**src/rtl/core/isb_pkg.sv**
```systemverilog
// Shared types and constants of the indexed sprite blitter.
package isb_pkg;

    localparam int MAX_DIM         = 2048;
    localparam int ADDR_WIDTH      = 24;
    localparam int PALETTE_ENTRIES = 256;

    localparam int DIM_W    = $clog2(MAX_DIM);
    localparam int DIMV_W   = (DIM_W + 1 > 12) ? DIM_W + 1 : 12;
    localparam int COORD_W  = ((DIM_W > 12) ? DIM_W : 12) + 2;
    localparam int CANVAS_W = 12;
    localparam int PITCH_W  = 13;
    localparam int PROD_W   = CANVAS_W + PITCH_W;
    localparam int SUM_W    = PROD_W + 1;
    localparam int TIDX_W   = $clog2(PALETTE_ENTRIES);

    localparam int CFG_IDX_W  = 3;
    localparam int CFG_DATA_W = 13;

    localparam int CQ_DEPTH = 4;
    localparam int CQ_PTR_W = $clog2(CQ_DEPTH);
    localparam int CQ_CNT_W = $clog2(CQ_DEPTH + 1);
    localparam int OQ_DEPTH = 4;
    localparam int OQ_PTR_W = $clog2(OQ_DEPTH);
    localparam int OQ_CNT_W = $clog2(OQ_DEPTH + 1);

    localparam logic [1:0] MODE_PIXEL    = 2'd0;
    localparam logic [1:0] MODE_LOAD_PAL = 2'd1;
    localparam logic [1:0] MODE_LOAD_MAP = 2'd2;

    localparam int OPT_KEY    = 0;
    localparam int OPT_SHADOW = 1;
    localparam int OPT_REMAP  = 2;

    localparam logic [7:0]  KEY_INDEX    = 8'd0;
    localparam logic [7:0]  SHADOW_INDEX = 8'd4;
    localparam logic [7:0]  ALPHA_OPAQUE = 8'hff;
    localparam logic [23:0] SHADOW_MASK  = 24'h7f7f7f;

    typedef enum logic [CFG_IDX_W-1:0] {
        REG_SRC_WIDTH     = 3'd0,
        REG_SRC_HEIGHT    = 3'd1,
        REG_DEST_X        = 3'd2,
        REG_DEST_Y        = 3'd3,
        REG_CANVAS_WIDTH  = 3'd4,
        REG_CANVAS_HEIGHT = 3'd5,
        REG_CANVAS_PITCH  = 3'd6,
        REG_OPTION_FLAGS  = 3'd7
    } t_cfg_idx;

    typedef enum logic [2:0] {
        K_SKIP    = 3'd0,
        K_LD_PAL  = 3'd1,
        K_LD_MAP  = 3'd2,
        K_SHADOW  = 3'd3,
        K_PAL     = 3'd4,
        K_PAL_MAP = 3'd5
    } t_kind;

    typedef struct packed {
        logic [11:0]        src_width;
        logic [11:0]        src_height;
        logic signed [11:0] dest_x;
        logic signed [11:0] dest_y;
        logic [11:0]        canvas_width;
        logic [11:0]        canvas_height;
        logic [12:0]        canvas_pitch;
        logic [2:0]         option_flags;
    } t_cfg;

    typedef struct packed {
        logic [1:0]  mode;
        logic [7:0]  table_index;
        logic [23:0] table_data;
        logic [7:0]  src_index;
        logic [31:0] dest_pixel;
    } t_in;

    typedef struct packed {
        logic                  write_enable;
        logic [ADDR_WIDTH-1:0] address;
        logic [31:0]           pixel_data;
        logic                  last;
    } t_out;

    typedef struct packed {
        t_kind               kind;
        logic [TIDX_W-1:0]   index;
        logic [23:0]         data;
        logic [CANVAS_W-1:0] tx;
        logic [CANVAS_W-1:0] ty;
        logic                last;
    } t_cmd;

endpackage

```
**src/rtl/core/isb_cmd_queue.sv**
```systemverilog
// Short command queue between the front and the back of the blitter.
module isb_cmd_queue (
    input  logic          i_clk,
    input  logic          i_rst_n,
    input  logic          i_push,
    input  isb_pkg::t_cmd i_cmd,
    input  logic          i_pop,
    output isb_pkg::t_cmd o_head,
    output logic          o_full,
    output logic          o_empty
);

    isb_pkg::t_cmd                 r_mem [isb_pkg::CQ_DEPTH];
    logic [isb_pkg::CQ_PTR_W-1:0]  r_wr;
    logic [isb_pkg::CQ_PTR_W-1:0]  r_rd;
    logic [isb_pkg::CQ_CNT_W-1:0]  r_cnt;
    logic                          do_push;
    logic                          do_pop;

    assign o_full  = (r_cnt == isb_pkg::CQ_CNT_W'(isb_pkg::CQ_DEPTH));
    assign o_empty = (r_cnt == '0);
    assign do_push = i_push && !o_full;
    assign do_pop  = i_pop && !o_empty;
    assign o_head  = r_mem[r_rd];

    always_ff @(posedge i_clk) begin
        if (do_push) begin
            r_mem[r_wr] <= i_cmd;
        end
    end

    always_ff @(posedge i_clk) begin
        if (!i_rst_n) begin
            r_wr  <= '0;
            r_rd  <= '0;
            r_cnt <= '0;
        end else begin
            if (do_push) begin
                r_wr <= r_wr + 1'b1;
            end
            if (do_pop) begin
                r_rd <= r_rd + 1'b1;
            end
            if (do_push && !do_pop) begin
                r_cnt <= r_cnt + 1'b1;
            end else if (do_pop && !do_push) begin
                r_cnt <= r_cnt - 1'b1;
            end
        end
    end

endmodule

```
**config.mk**
```make
export PLATFORM = sky130hd
export DESIGN_NAME = isb_cmd_queue
export DESIGN_NICKNAME = d
export VERILOG_FILES = /design/src/rtl/core/isb_pkg.sv /design/src/rtl/core/isb_cmd_queue.sv
export SDC_FILE = /design/constraint.sdc
export NUM_CORES = 1
export LEC_CHECK = 0
export BUFFER_PORTS_ARGS = -buffer_cell sky130_fd_sc_hd__buf_4
export CAP_MARGIN = 25
export CORE_ASPECT_RATIO = 1.5
export CORE_MARGIN = 2
export CORE_UTILIZATION = 55
export CTS_CLUSTER_DIAMETER = 30
export DETAILED_ROUTE_END_ITERATION = 6
export GPL_ROUTABILITY_DRIVEN = 0
export HOLD_SLACK_MARGIN = 0.03
export PLACE_DENSITY = 0.86
export SLEW_MARGIN = 20
export SYNTH_ARGS = -nofsm -noshare
export SYNTH_HDL_FRONTEND = slang
export SYNTH_SLANG_ARGS = --single-unit
export TNS_END_PERCENT = 30
```
**constraint.sdc**
```tcl
create_clock -name i_clk -period 7.4 [get_ports i_clk]
set_input_delay 1.48 -clock i_clk [delete_from_list [all_inputs] [get_ports i_clk]]
set_output_delay 1.48 -clock i_clk [all_outputs]
set_load 0.01 [all_outputs]
```
==> results.toml <==
[timing]
hold_viol_final = 0
period_share_pct = 56.4
setup_viol = 0
tightest_slew_ps = 908
finalCriticalPeriod_ps = 4170
rsz0062_at_grt = "no"
fmax_ghz = 0.240
hold-worst-slack_ps = 513
slew_violations = 0
fin_tns_setup_ps = 0
fin_skew_ps = 7.64
slew_headroom_pct = 39.5

[clocking]
clock_latency_ps = 520
cts_resized = 0
clockBufferDepth = 3
clkSinkCount = 249
cts_setup_buffers = 0
cts_made_buffers = 31
ctsHoldBuffers = 0
clk_pin_slew_ps = 60
cts-root-buf = "clkbuf_16"
cts_tree = "built"
h-tree-depth = 1

[critical_path]
crit_path_max_fanout = 35
end_kind = "output port"
worstPathRequired_ps = 5920
arrival_ps = 2690
start_kind = "register"
criticalPathCategory = "reg2out"

[finish]
fin_nets = 580
final.fill_count = 982
multi_input_area_um2 = 1640
final_layout_size_suffix_gt1_share_pct = 47.0
fin_cells = 741
area_delta_synth_final_pct = 23.2
regArea_um2 = 7390

[placed_design]
hpwl_um = 9560
placed_cells = 683
portBuffers = 125

[synth]
ys_ff_latch = 249
synth_compound_area_share_pct = 0.367
yosysWarnings = 0
synthSimpleGateAreaFrac_pct = 1.10
synth_xor_xnor_area_share_pct = 0.381
syn_area_per_cell_um2 = 25.4
seq_area_frac_synth_pct = 80.2
synth_top_family_by_area = "multiplexers"
yosysUniqueCellTypes = 24
syn_nets = 432
syn_inst = 362
syn_area_um2 = 9210
muxShareOfSynthArea_pct = 15.0
synthAdderAreaFrac_pct = 0.897

[floorplan]
dieArea_um2 = 17800
die_h_um = 162
ios = 126
core_area_um2 = 16300
rows = 57
initial_core_util_pct = 56.6
dieWidth_um = 110

[route]
drc_errors = 0
wl_um = 16800
drt_first_pass_iters = 4
vias = 4142
detail_route.wl_per_cell_um = 22.6
vias_per_cell = 5.59
drt_iter0_drc = 228
postRouteAntennaNets = 0

[power]
p_switching_w = 0.00107
power_density_nw_per_um2 = 371
power_frac_seq_pct = 43.1
intPower_w = 0.00313
p_sw_share_pct = 25.5
combPwrFrac_pct = 21.3
clockPowerShare_pct = 35.6
leakage_nw = 3.86
irDropWorstVdd_uv = 294

[global_route]
antenna_found_initial = 1
grt_pass1_vias = 4567
grt_use_total_pct = 19.6
overflow = 0
grt_max_degree = 61
grt_pass1_wl_um = 25800

[run_status]
status = "completed"

[min_path]
holdCritPathClass = "reg2reg"

[job]
cap_violations = 0
==> Yosys cell counts, drive strengths merged <==
master / number / share of area [%]
or3: 1 / 0.068
o31ai: 1 / 0.14
buf: 15 / 1.8
mux4: 60 / 15
edfxtp: 240 / 78
clkbuf: 1 / 0.041
inv: 3 / 0.12
nand2: 4 / 0.16
nor3b: 1 / 0.14
dfxtp: 9 / 2.0
o311ai: 1 / 0.095
nor2b: 2 / 0.14
o21ai: 1 / 0.054
nor3: 1 / 0.054
xor2: 1 / 0.095
ha: 5 / 0.68
a21boi: 1 / 0.082
and2: 8 / 0.54
xnor2: 3 / 0.29
fa: 1 / 0.22
mux2i: 3 / 0.33
==> flip-flops by register name (all words and copies together) (netlist names), named ones only <==
register  flops
r_rd          2
r_mem       240
r_cnt         3
r_wr          2
==> power groups by stage <==
stage	registers, W	clock network (W)	logic (W)
2_1_floorplan	0.00178	0	0.000632
3_3_place_gp	0.00183	0	0.000891
3_5_place_dp	0.00184	0	0.000913
4_1_cts	0.00181	0.00152	0.000920
5_1_grt	0.00183	0.00158	0.000962
6_report	0.00181	0.00150	0.000895
==> metrics by stage <==
step	utilization [%]	total power [W]	area (um2)	setup slack, ps
after floorplan	-	0.00241	9210	3790
after global placement	63.2	0.00272	10300	3680
after detailed placement	63.2	0.00275	10300	3650
after CTS	69.7	0.00426	11300	3090
after global routing	69.7	0.00437	11300	2990
final	69.7	0.00420	11300	3230
==> path summary, 6_finish.rpt <==
path                 start          to  slack [ps]  cells past startpoint
setup / recovery  register  o_head[46]        3230                      3
hold reg to reg    r_wr[1]     r_wr[1]         510                      2
setup reg to reg  r_cnt[0]    r_cnt[2]        4880                      8
hold / removal     r_wr[1]     r_wr[1]         510                      2
==> worst max-delay path: stages, from the launching register on <==
cell     delay [ps]
dfxtp_4         670
buf_4           690
mux4_2          620
buf_4           160
==> cell families (layout without fill, tap and decap cells) <==
group                    Yosys count  in the layout
multiplexers                      63             63
XOR/XNOR                           4              4
other                              0              1
AND/OR/NAND/NOR                   17             17
AO/OA/AOI/OAI                      4              4
flip-flops                       249            249
adder cells (fa/ha/maj)            6              6
buffers and inverters             19            191
==> layout make-up <==
cell class                      count  area share (%)
Clock inverter                     25            2.41
Clock buffer                       32            6.87
Timing Repair Buffer              131            8.67
Inverter                            3          0.0993
Tap cell                          206            2.27
Antenna cell                        1          0.0221
Multi-Input combinational cell     94            14.5
Sequential cell                   249            65.2
==> layer usage <==
metal | share of wire, % | vias up | GRT usage, %
met2 | 55 | 125 | 35.1
met1 | 37 | 2151 | 24.0
li1 | - | 1836 | -
met5 | 0 | - | 0
met3 | 5.0 | 30 | 3.32
met4 | 2.3 | 0 | 6.04
==> placed cells by master, fill, tap and decap left out, drive strengths merged, types with 4 or more instances in the layout <==
cell      netlist  routed
ha              5       5
buf            15     131
clkbuf          1      32
dfxtp           9       9
and2            8       8
edfxtp        240     240
clkinvlp        0       4
clkinv          0       8
bufinv          0       4
inv             3      12
mux4           60      60
nand2           4       4
No activity file was read; power rests on OpenSTA's default activity.
