**src/rtl/core/isb_pkg.sv**
```systemverilog
// Shared types and constants of the indexed sprite blitter.
package isb_pkg;

    localparam int MAX_DIM         = 2048;
    localparam int ADDR_WIDTH      = 24;
    localparam int PALETTE_ENTRIES = 256;

    localparam int DIM_W    = $clog2(MAX_DIM);
    localparam int DIMV_W   = (DIM_W + 1 > 12) ? DIM_W + 1 : 12;
    localparam int COORD_W  = ((DIM_W > 12) ? DIM_W : 12) + 2;
    localparam int CANVAS_W = 12;
    localparam int PITCH_W  = 13;
    localparam int PROD_W   = CANVAS_W + PITCH_W;
    localparam int SUM_W    = PROD_W + 1;
    localparam int TIDX_W   = $clog2(PALETTE_ENTRIES);

    localparam int CFG_IDX_W  = 3;
    localparam int CFG_DATA_W = 13;

    localparam int CQ_DEPTH = 4;
    localparam int CQ_PTR_W = $clog2(CQ_DEPTH);
    localparam int CQ_CNT_W = $clog2(CQ_DEPTH + 1);
    localparam int OQ_DEPTH = 4;
    localparam int OQ_PTR_W = $clog2(OQ_DEPTH);
    localparam int OQ_CNT_W = $clog2(OQ_DEPTH + 1);

    localparam logic [1:0] MODE_PIXEL    = 2'd0;
    localparam logic [1:0] MODE_LOAD_PAL = 2'd1;
    localparam logic [1:0] MODE_LOAD_MAP = 2'd2;

    localparam int OPT_KEY    = 0;
    localparam int OPT_SHADOW = 1;
    localparam int OPT_REMAP  = 2;

    localparam logic [7:0]  KEY_INDEX    = 8'd0;
    localparam logic [7:0]  SHADOW_INDEX = 8'd4;
    localparam logic [7:0]  ALPHA_OPAQUE = 8'hff;
    localparam logic [23:0] SHADOW_MASK  = 24'h7f7f7f;

    typedef enum logic [CFG_IDX_W-1:0] {
        REG_SRC_WIDTH     = 3'd0,
        REG_SRC_HEIGHT    = 3'd1,
        REG_DEST_X        = 3'd2,
        REG_DEST_Y        = 3'd3,
        REG_CANVAS_WIDTH  = 3'd4,
        REG_CANVAS_HEIGHT = 3'd5,
        REG_CANVAS_PITCH  = 3'd6,
        REG_OPTION_FLAGS  = 3'd7
    } t_cfg_idx;

    typedef enum logic [2:0] {
        K_SKIP    = 3'd0,
        K_LD_PAL  = 3'd1,
        K_LD_MAP  = 3'd2,
        K_SHADOW  = 3'd3,
        K_PAL     = 3'd4,
        K_PAL_MAP = 3'd5
    } t_kind;

    typedef struct packed {
        logic [11:0]        src_width;
        logic [11:0]        src_height;
        logic signed [11:0] dest_x;
        logic signed [11:0] dest_y;
        logic [11:0]        canvas_width;
        logic [11:0]        canvas_height;
        logic [12:0]        canvas_pitch;
        logic [2:0]         option_flags;
    } t_cfg;

    typedef struct packed {
        logic [1:0]  mode;
        logic [7:0]  table_index;
        logic [23:0] table_data;
        logic [7:0]  src_index;
        logic [31:0] dest_pixel;
    } t_in;

    typedef struct packed {
        logic                  write_enable;
        logic [ADDR_WIDTH-1:0] address;
        logic [31:0]           pixel_data;
        logic                  last;
    } t_out;

    typedef struct packed {
        t_kind               kind;
        logic [TIDX_W-1:0]   index;
        logic [23:0]         data;
        logic [CANVAS_W-1:0] tx;
        logic [CANVAS_W-1:0] ty;
        logic                last;
    } t_cmd;

endpackage

```
**src/rtl/core/isb_front.sv**
```systemverilog
// Front of the blitter: raster counters, clipping and item classification.
module isb_front (
    input  logic          i_clk,
    input  logic          i_rst_n,
    input  isb_pkg::t_cfg i_cfg,
    input  logic          i_accept,
    input  isb_pkg::t_in  i_item,
    output isb_pkg::t_cmd o_cmd
);

    function automatic logic [isb_pkg::DIMV_W-1:0] dim_m1(input logic [11:0] v);
        logic [isb_pkg::DIMV_W-1:0] ext;
        ext = isb_pkg::DIMV_W'(v);
        if (ext == '0) begin
            dim_m1 = '0;
        end else if (ext > isb_pkg::DIMV_W'(isb_pkg::MAX_DIM)) begin
            dim_m1 = isb_pkg::DIMV_W'(isb_pkg::MAX_DIM - 1);
        end else begin
            dim_m1 = ext - 1'b1;
        end
    endfunction

    logic [isb_pkg::DIM_W-1:0]   r_col;
    logic [isb_pkg::DIM_W-1:0]   r_row;
    logic [isb_pkg::DIM_W-1:0]   n_col;
    logic [isb_pkg::DIM_W-1:0]   n_row;
    logic [isb_pkg::COORD_W-1:0] tx;
    logic [isb_pkg::COORD_W-1:0] ty;
    logic                        visible;
    logic                        end_row;
    logic                        end_all;

    always_comb begin
        tx = isb_pkg::COORD_W'(i_cfg.dest_x) + isb_pkg::COORD_W'(r_col);
        ty = isb_pkg::COORD_W'(i_cfg.dest_y) + isb_pkg::COORD_W'(r_row);
        visible = !tx[isb_pkg::COORD_W-1] && !ty[isb_pkg::COORD_W-1]
            && (tx < isb_pkg::COORD_W'(i_cfg.canvas_width))
            && (ty < isb_pkg::COORD_W'(i_cfg.canvas_height));
        end_row = isb_pkg::DIMV_W'(r_col) >= dim_m1(i_cfg.src_width);
        end_all = end_row && (isb_pkg::DIMV_W'(r_row) >= dim_m1(i_cfg.src_height));

        n_col = r_col;
        n_row = r_row;
        o_cmd.kind  = isb_pkg::K_SKIP;
        o_cmd.index = i_item.src_index;
        o_cmd.data  = '0;
        o_cmd.tx    = tx[isb_pkg::CANVAS_W-1:0];
        o_cmd.ty    = ty[isb_pkg::CANVAS_W-1:0];
        o_cmd.last  = 1'b0;

        case (i_item.mode)
            isb_pkg::MODE_LOAD_PAL: begin
                o_cmd.kind  = isb_pkg::K_LD_PAL;
                o_cmd.index = i_item.table_index;
                o_cmd.data  = i_item.table_data;
            end
            isb_pkg::MODE_LOAD_MAP: begin
                o_cmd.kind  = isb_pkg::K_LD_MAP;
                o_cmd.index = i_item.table_index;
                o_cmd.data  = i_item.table_data;
            end
            isb_pkg::MODE_PIXEL: begin
                o_cmd.last = end_all;
                if (visible) begin
                    if (i_cfg.option_flags[isb_pkg::OPT_KEY]
                            && i_item.src_index == isb_pkg::KEY_INDEX) begin
                        o_cmd.kind = isb_pkg::K_SKIP;
                    end else if (i_cfg.option_flags[isb_pkg::OPT_SHADOW]
                            && i_item.src_index == isb_pkg::SHADOW_INDEX) begin
                        o_cmd.kind = isb_pkg::K_SHADOW;
                        o_cmd.data = i_item.dest_pixel[24:1] & isb_pkg::SHADOW_MASK;
                    end else if (i_cfg.option_flags[isb_pkg::OPT_REMAP]) begin
                        o_cmd.kind = isb_pkg::K_PAL_MAP;
                    end else begin
                        o_cmd.kind = isb_pkg::K_PAL;
                    end
                end
                if (end_all) begin
                    n_col = '0;
                    n_row = '0;
                end else if (end_row) begin
                    n_col = '0;
                    n_row = r_row + 1'b1;
                end else begin
                    n_col = r_col + 1'b1;
                end
            end
            default: begin
            end
        endcase
    end

    always_ff @(posedge i_clk) begin
        if (!i_rst_n) begin
            r_col <= '0;
            r_row <= '0;
        end else if (i_accept) begin
            r_col <= n_col;
            r_row <= n_row;
        end
    end

endmodule

```
**config.mk**
```make
export PLATFORM = sky130hd
export DESIGN_NAME = isb_front
export DESIGN_NICKNAME = d
export VERILOG_FILES = /design/src/rtl/core/isb_pkg.sv /design/src/rtl/core/isb_front.sv
export SDC_FILE = /design/constraint.sdc
export NUM_CORES = 1
export LEC_CHECK = 0
export BUFFER_PORTS_ARGS = -buffer_cell sky130_fd_sc_hd__buf_2
export CORE_ASPECT_RATIO = 0.6
export CORE_UTILIZATION = 47
export DETAILED_ROUTE_END_ITERATION = 16
export GPL_TIMING_DRIVEN = 0
export HOLD_SLACK_MARGIN = 0.06
export PLACE_DENSITY = 0.83
export SKIP_LAST_GASP = 1
export SYNTH_ARGS = -nofsm -noshare
export SYNTH_HDL_FRONTEND = slang
export SYNTH_SLANG_ARGS = --single-unit
```
**constraint.sdc**
```tcl
create_clock -name i_clk -period 5.1 [get_ports i_clk]
set_input_delay 0.51 -clock i_clk [delete_from_list [all_inputs] [get_ports i_clk]]
set_output_delay 0.51 -clock i_clk [all_outputs]
set_load 0.01 [all_outputs]
```
==> out/metrics.yaml <==
core-area_um2: 8620
fill_cells: 725
clkSinkCount: 22
row_count: 26
fp.dieW_um: 124
async_flop_share_pct: 0
place_area_um2: 5360
fin_skew_ns: 0.00549
cp.arrival_ns: 4.44
setup_viol_count_final: 0
drt_wl_total_mm: 15.0
cp_cell_sequence: "ha_1, fa_1, a211oi_1, o21bai_1, o311ai_1, nand2b_1, a21oi_1, xnor2_1, ha_1, and4_1, nand3_1, a2111oi_2, nor4_2, nand4_2, buf_6, o21ai_2, buf_2"
antenna_found_initial: 1
r2r_cells: 9
root_buffer: "clkbuf_16"
synth_edf_count: 0
drive_gt1_share_pct: 32.0
ys_warn_count: 0
start_kind: "flip-flop"
grt_pass1_wl_mm: 22.2
post_cts_buffers: 0
finalPower_w: 0.000655
cpMostUsedCell: "ha_1"
ant_nets: 0
initial_utilization_pct: 49.0
post_drt_wl_per_cell_um: 16.7
synth.area.top_cells: "ha_1 (21%), dfxtp_1 (10%), xnor2_1 (6.4%)"
synth.top_cell.area_share_pct: 21.3
min_path_cells: 2
r2r_end: "r_row[0]$_SDFFE_PN0P_"
busiest_layer: "met2"
ff2ff_setup_slack_ns: 2.61
hpwl_mm: 13.0
syn_to_final_growth_pct: 29.5
grt_overflow: 0
die_area_um2: 9370
holdCritPathClass: "in -> reg"
critPathMaxFanout: 10
grt_util_all_layers_pct: 29.6
hold_violations: 0
gp_congestion: 0.945
syn-num-nets: 820
fin_crit_sh_pct: 97.0
endpoint_kind: "output port"
power.density_nw_per_um2: 120
fin_area_um2: 5460
ys_seq_elements: 22
total_leakage_power_nw: 2.93
synth_top_cell_by_area: "ha_1"
htree_levels: 1
final_nets: 1025
holdPathEnd: "r_col[1]$_SDFFE_PN0P_"
port_buffers: 200
multiInputGateArea_um2: 3500
cpPeakStageDelay_ns: 0.43
synth_seq_area_share_pct: 10.4
cts_tree: "done"
critPathKind: "reg -> out"
clkSlewWorstSetupHoldPaths_ns: 0.06
post-route-min-period_ns: 4.95
synth_cells: 581
regArea_um2: 440
drv_cap: 0
grt_max_degree: 13
r2r_start: "r_col[0]$_SDFFE_PN0P_"
maxSlewViolCount: 0
crit_slowest_cell: "fa_1"
tightest_slew_ns: 0.597
dr_total_vias: 5065
vdd_drop_max_mv: 0.136
ys.flop_type: "dfxtp_1"
boundaryPins: 225
setup_tns_ns: 0
viasPerCell: 5.64
met2_usage_pct: 48.4
grt_pass1_vias: 4551
drc: 0
clock.fmax_ghz: 0.202
slew_headroom_pct: 59.2
postSynthAreaPerCell_um2: 7.26
clk_latency_ns: 0.25
rsz0062_at_grt: "true"
dr.pass1.iters: 4
critPathRequiredTime_ns: 4.59
drtIter0Drc: 267
numCtsBuffers: 3
die_h_um: 75.4
outcome: "finished, final reports clean"
grt_use_met1_pct: 39.1
grt_use_met3_pct: 7.94
mappedNetlistArea_um2: 4220
min-delay-start: "i_rst_n"
clock_path_buffers: 2
ys_types: 54
==> timing repair <==
action | CTS | global route
hold buffers | 0 | 0
gates resized for setup | 0 | 4
setup endpoints to repair | 0 | 24
hold endpoints to repair | 0 | 0
==> sequential cells by signal, indices dropped and copies added, names as in the netlist <==
| name | count |
|---|---|
| r_col | 11 |
| r_row | 11 |
==> logic make-up (layout without fill, tap and decap cells) <==
group	count (synthesis)	count (layout)	synth area share, %
buffers and inverters	71	275	6.85
AO/OA/AOI/OAI	138	138	22.1
AND/OR/NAND/NOR	217	217	25.5
adder cells (fa/ha/maj)	74	74	22.3
XOR/XNOR	49	49	10.2
flip-flops	22	22	10.4
multiplexers	10	10	2.67
other	0	1	0
==> layout by cell type (no fill, tap or decap), drive strengths merged, types with 3 or more instances in the layout <==
cell and n:
a211oi 6, a21boi 3, a21o 8, a21oi 47, a31oi 3, and2 5, and3 4, and4 3
buf 203, clkbuf 12, dfxtp 22, ha 72, inv 60, mux2 10, nand2 62, nand2b 5
nand3 16, nand4 8, nor2 66, nor2b 6, nor3 19, nor3b 4, nor4 7, o211ai 7
o21a 4, o21ai 35, o21bai 5, o31ai 3, or2 3, or3 6, xnor2 31, xor2 18
==> layout make-up <==
| class | instances | area share (%) |
|---|---|---|
| tap | 112 | 2.56 |
| buffer | 11 | 1.17 |
| multi-input combinational | 488 | 64.1 |
| sequential | 22 | 8.06 |
| antenna | 1 | 0.0458 |
| timing repair buffer | 200 | 18.3 |
| clock buffer | 4 | 1.63 |
| inverter | 60 | 4.12 |
==> metrics by stage <==
step	worst slack (ns)	cells	util, %	hold slack [ns]
after floorplan	0.808	581	-	0.502
after global placement	0.120	893	62.2	0.545
after detailed placement	0.0696	893	62.2	0.561
after CTS	0.00481	897	63.2	0.555
after global routing	-0.0162	897	63.4	0.561
final	0.151	898	63.4	0.564
==> critical path, delay by kind of cell, from the launching register on <==
kind	cells	cell delay, ns
compound gates	6	1.33
fa+ha+maj	3	0.97
simple gates	5	0.88
buf+inv	2	0.40
flops	1	0.39
xor+xnor	1	0.20
==> metal layers <==
metal,vias up,routed length (µm)
li1,2464,-
met3,36,1400
met1,2322,6570
met4,0,269
met2,243,6710
met5,-,0
==> how the worst max path moves through the flow <==
stage	start	endpoint	slack, ns	depth (start not counted)
2_1_floorplan	i_cfg[40]	o_cmd[57]	0.81	14
3_3_place_gp	i_cfg[40]	o_cmd[26]	0.12	18
3_5_place_dp	i_cfg[40]	o_cmd[26]	0.07	18
4_1_cts	r_row[0]$_SDFFE_PN0P_	o_cmd[26]	0.005	17
5_1_grt	r_row[0]$_SDFFE_PN0P_	o_cmd[43]	-0.02	17
6_report	r_row[0]$_SDFFE_PN0P_	o_cmd[43]	0.15	17
==> cell usage after synthesis (6+ instances only) <==
master / count
or3_1: 6
nand3_1: 15
nand4_1: 7
mux2_2: 10
ha_1: 72
o21ai_0: 13
inv_1: 60
o21ai_2: 21
nor2b_1: 6
clkbuf_1: 8
xor2_1: 18
dfxtp_1: 22
a211oi_1: 6
a21oi_1: 47
nor3_1: 19
xnor2_1: 31
a21o_1: 8
nor2_1: 66
o211ai_1: 7
nand2_1: 62
==> report_power, final <==
part	total [W]	internal (W)	switching [W]	leakage [nW]
logic	0.000302	0.000132	0.000170	2.70
registers	0.000173	0.000172	0.00000102	0.177
clock network	0.000180	0.000120	0.0000601	0.0442
Note: power is estimated with default switching activity, not from simulation.
